## config.mk

```make
export PLATFORM = sky130hd
export DESIGN_NAME = ffdl_ctrl
export DESIGN_NICKNAME = d
export VERILOG_FILES = /design/src/design/ffdl_pkg.sv /design/src/design/ffdl_ctrl.sv
export SDC_FILE = /design/constraint.sdc
export NUM_CORES = 1
export LEC_CHECK = 0
export BUFFER_PORTS_ARGS = -buffer_cell sky130_fd_sc_hd__buf_2
export CAP_MARGIN = 20
export CORE_AREA = 5 5 42 44
export CTS_BUF_LIST = sky130_fd_sc_hd__clkbuf_16
export CTS_CLUSTER_SIZE = 24
export DETAILED_ROUTE_END_ITERATION = 8
export DIE_AREA = 0 0 47 49
export PLACE_DENSITY_LB_ADDON = 0.1
export SLEW_MARGIN = 15
export SYNTH_ARGS = -nofsm -noshare
export SYNTH_HDL_FRONTEND = slang
export SYNTH_SLANG_ARGS = --single-unit
```

## constraint.sdc

```tcl
create_clock -name i_clk -period 1.05 [get_ports i_clk]
set_input_delay 0.21 -clock i_clk [delete_from_list [all_inputs] [get_ports i_clk]]
set_output_delay 0.21 -clock i_clk [all_outputs]
set_load 0.03 [all_outputs]
```

## src/design/ffdl_pkg.sv

```systemverilog
// Shared constants, types and state encoding of the fractional feedback delay line.
package ffdl_pkg;

    // The sample store depth must be a power of two.
    localparam int BUF_DEPTH  = 131072;
    localparam int BUF_AW     = $clog2(BUF_DEPTH);

    localparam int SAMPLE_W   = 24;
    localparam int DELAY_W    = 25;
    localparam int FRAC_W     = 8;
    localparam int DINT_W     = DELAY_W - FRAC_W;
    localparam int GAIN_W     = 16;
    localparam int GAIN_FRAC  = 15;

    localparam int PROD_W     = SAMPLE_W + 1 + FRAC_W + 1;
    localparam int FB_W       = GAIN_W + SAMPLE_W;
    localparam int MIX_RND    = 1 << (FRAC_W - 1);
    localparam int FB_RND     = 1 << (GAIN_FRAC - 1);

    localparam int CFG_IDX_W  = 1;
    localparam int CFG_DATA_W = DELAY_W;

    localparam logic [CFG_IDX_W-1:0] CFG_DELAY = 1'b0;
    localparam logic [CFG_IDX_W-1:0] CFG_GAIN  = 1'b1;

    typedef enum logic [2:0] {
        ST_IDLE,
        ST_TAP1,
        ST_TAP2,
        ST_MIX,
        ST_FBM,
        ST_WRITE,
        ST_DONE
    } t_state;

    typedef struct packed {
        logic accept;
        logic rd_old;
        logic lat_newer;
        logic lat_prod;
        logic lat_y;
        logic lat_fb;
        logic wr;
        logic load_out;
    } t_cmd;

    typedef struct packed {
        logic bypass;
        logic out_free;
    } t_sts;

endpackage

```

## src/design/ffdl_ctrl.sv

```systemverilog
// Sequencing state machine of the fractional feedback delay line.
module ffdl_ctrl (
    input  logic          i_clk,
    input  logic          i_rst_n,
    input  logic          i_valid,
    output logic          o_ready,
    input  ffdl_pkg::t_sts i_sts,
    output ffdl_pkg::t_cmd o_cmd
);

    import ffdl_pkg::*;

    t_state r_state;
    t_state n_state;

    always_ff @(posedge i_clk) begin
        if (!i_rst_n) begin
            r_state <= ST_IDLE;
        end else begin
            r_state <= n_state;
        end
    end

    always_comb begin
        n_state = r_state;
        case (r_state)
            ST_IDLE: begin
                if (i_valid) begin
                    n_state = i_sts.bypass ? ST_DONE : ST_TAP1;
                end
            end
            ST_TAP1:  n_state = ST_TAP2;
            ST_TAP2:  n_state = ST_MIX;
            ST_MIX:   n_state = ST_FBM;
            ST_FBM:   n_state = ST_WRITE;
            ST_WRITE: n_state = i_sts.out_free ? ST_IDLE : ST_DONE;
            ST_DONE: begin
                if (i_sts.out_free) begin
                    n_state = ST_IDLE;
                end
            end
            default:  n_state = ST_IDLE;
        endcase
    end

    always_comb begin
        o_cmd   = '0;
        o_ready = 1'b0;
        case (r_state)
            ST_IDLE: begin
                o_ready      = 1'b1;
                o_cmd.accept = i_valid;
            end
            ST_TAP1: begin
                o_cmd.rd_old    = 1'b1;
                o_cmd.lat_newer = 1'b1;
            end
            ST_TAP2:  o_cmd.lat_prod = 1'b1;
            ST_MIX:   o_cmd.lat_y    = 1'b1;
            ST_FBM:   o_cmd.lat_fb   = 1'b1;
            ST_WRITE: begin
                o_cmd.wr       = 1'b1;
                o_cmd.load_out = i_sts.out_free;
            end
            ST_DONE:  o_cmd.load_out = i_sts.out_free;
            default: begin
                o_cmd   = '0;
                o_ready = 1'b0;
            end
        endcase
    end

endmodule

```

==> flow_summary.toml <==
[sta]
rsz0062_at_grt = "true"
clock_skew_ns = 0.00161
finalHoldWorstSlack_ns = 0.230
slew_violations = 0
hold_viol_final = 0
worstMarginPinSlew_ns = 0.246
fin_ws_ns = -0.266
finalSetupTns_ns = -2.11
fmaxAchievable_mhz = 760
max_transition_margin = 0.836
part_of_the_cycle_the_worst_path_needs = 1.25
post-route-min-period_ns = 1.32
setup_violations = 11

[route]
vias_per_cell = 4.32
detail_route.drc_violations = 0
antenna_violating_nets_post_route = 0
drtPass1Iterations = 2
num_vias = 298
avgRoutedWirePerCell_um = 12.0
finalWirelength_um = 829
drt_iter0_drc = 1

[clock_network]
cts_inserted_buffers = 3
cts.htree.levels = 1
clk_latency_worst_skew_pair_ns = 0.22
ctsLongestPathBuffers = 2
clock_tree_from_tritoncts = "yes"
cell_chosen_for_the_clock_root = "clkbuf_16"
clkSinkCount = 3
path_clk_slew_ns = 0.03

[synth]
syn_avg_cell_area_um2 = 7.87
area_fraction_of_the_dominant_cell_type_after_synthesis = 0.246
synth_compound_area_frac = 0.200
seq_area_frac_synth = 0.246
synth_enable_flop_cells = 0
syn-num-nets = 36
yosysTopAreaCell = "dfxtp_1"
synth_top_family_by_area = "simple AND/OR/NAND/NOR gates"
synth_area_leaders = "dfxtp_1 (25%), buf_6 (9.2%), a2111oi_2 (6.2%)"
yosys.cell_count.top_type = "nor2_1"
netlist_instances = 31
post_synth_xor_area_fraction = 0.0359
synth-async-reset-ratio = 0
simple_logic_cell_fraction_of_the_synthesized_area = 0.333
synthMuxAreaShare = 0
synthDistinctLibCells = 18
synthAdderAreaFrac = 0
area_of_the_mapped_netlist_um2 = 244
number_of_storage_elements_in_the_synthesis_netlist = 3
synth_ff_type = "dfxtp_1"
synthTopCellsByCount = "nor2_1 (4), dfxtp_1 (3), nand2_1 (3)"
synth_warnings = 0

[power_and_ir_drop]
totalPowerFinal_w = 0.00128
peakVddDrop_v = 0.000953
pwr_density_nw_per_um2 = 2140
static-leakage-power_nw = 0.264

[floorplanning]
floorplan.io_pins = 14
fp.coreArea_um2 = 1400
floorplan.die_area_um2 = 2300
initial_utilization = 0.174
die-height_um = 49
die_w_um = 47
rows = 14

[min_path]
holdPathEnd = "r_state[2]"
hold_path_depth = 2
timing.hold.worst.start = "i_rst_n"
classification_of_the_worst_slack_hold_path = "in2reg"

[final_layout]
layout.filler_cells = 149
multi_input_area_um2 = 223
largest_registers = "r_state: 3 flops"
fin_nets = 59
area_growth_syn_to_layout_pct = 145
layoutNonFillerInstCount = 69
largest_register_ffs = 3
antennaDiodeCount = 0
sequential_cell_area_um2 = 71.3
share_of_final_layout_standard_cells_stronger_than_drive_strength_1 = 0.717
largest_register = "r_state"

[grt]
globalRouteTotalUtil = 0.0951
grt_pass1_vias = 316
grt_max_degree = 9
grt_pass1_wl_um = 1460
grt.overflow.total = 0
antenna_found_initial = 0

[worst_setup_path]
regToRegSetupSlack_ns = -0.16
crit_fanout = 6
timing.critical_path.arrival_ns = 1.11
cpPeakStageDelay_ns = 0.36
regToRegEndpoint = "r_state[2]"
critical_path_cell_by_cell = "buf_6 -> nor3b_4 -> buf_6"
start_kind = "flip-flop"
crit_required_ns = 0.84
timing.rr.start = "r_state[1]"
timing.critical_path.to_type = "primary output"
critical_path_class = "reg2out"
crit_path_top_delay_cell = "dfxtp_4"
cp_common_cell = "buf_6"
worstRegToRegCells = 5

[placed_design]
place.port_buffers = 13
finalWeightedCongestion = 0.763
numPlacedInstances = 62
post_dp_hpwl_um = 595
place_ws_ns = -0.185

[outcome]
failed_checks = "negative setup slack"
outcome = "finished with violations"

[run]
maxCapViolations = 0
[layer usage]
metal  share of wire  global-route usage
met1            0.38               0.103
met2            0.55               0.136
met3           0.068              0.0480
met4               0              0.0691
met5               0                   0
[cells in the final DEF, fill, tap and decap left out, types with 2 or more instances in the layout]
cell        n
nor2_4      2
buf_6      11
inv_1       3
buf_4       7
dfxtp_4     3
nand2_1     3
and2_4      2
buf_2       4
clkbuf_16   3
nor2_1      2
[metrics by stage]
stage / util / area [um2]
after global placement: 0.273 / 383
final: 0.426 / 597
after detailed placement: 0.273 / 383
after CTS: 0.421 / 591
after floorplan: - / 294
after global routing: 0.426 / 597
[critical path, delay by kind of cell (launching register included)]
family	cells	cell delay, ns
buffers and inverters	2	0.29
flip-flops	1	0.36
AND/OR/NAND/NOR	1	0.23
[cells by family (layout without fill, tap and decap cells)]
kind of cell	count (synthesis)	count (layout)
buf+inv	6	28
flops	3	3
xor+xnor	1	1
simple gates	15	15
compound gates	6	6
[how the worst max path moves through the flow]
stage,startpoint,end,slack (ns),cells past startpoint
after floorplan,r_state[1],o_cmd[7],-0.21,3
final,r_state[2],o_cmd[5],-0.27,3
after detailed placement,r_state[0],o_cmd[5],-0.18,2
after global placement,r_state[0],o_cmd[3],-0.13,3
after global routing,r_state[1],o_cmd[5],-0.30,3
after CTS,r_state[2],o_cmd[5],-0.29,3
[area by class of cell]
cell class,instances,share of cell area
Clock buffer,3,0.126
Clock inverter,1,0.00629
Inverter,2,0.0126
Multi-Input combinational cell,22,0.373
Sequential cell,3,0.119
Tap cell,16,0.0335
Timing Repair Buffer,22,0.329
[timing repair]
action	in CTS	in global routing
pin swaps	2	6
buffers inserted	3	0
hold buffers	0	0
endpoints found under the setup margin	12	11
gates resized for setup	28	2
[power by group]
| group | leakage (nW) | internal (W) | total (W) | switching, W |
|---|---|---|---|---|
| registers | 0.0267 | 0.000139 | 0.000187 | 0.0000480 |
| logic | 0.195 | 0.000264 | 0.000502 | 0.000239 |
| clock network | 0.0423 | 0.000491 | 0.000590 | 0.0000993 |
| total | 0.264 | 0.000893 | 0.00128 | 0.000386 |
Power figures use the tool's default switching activity.
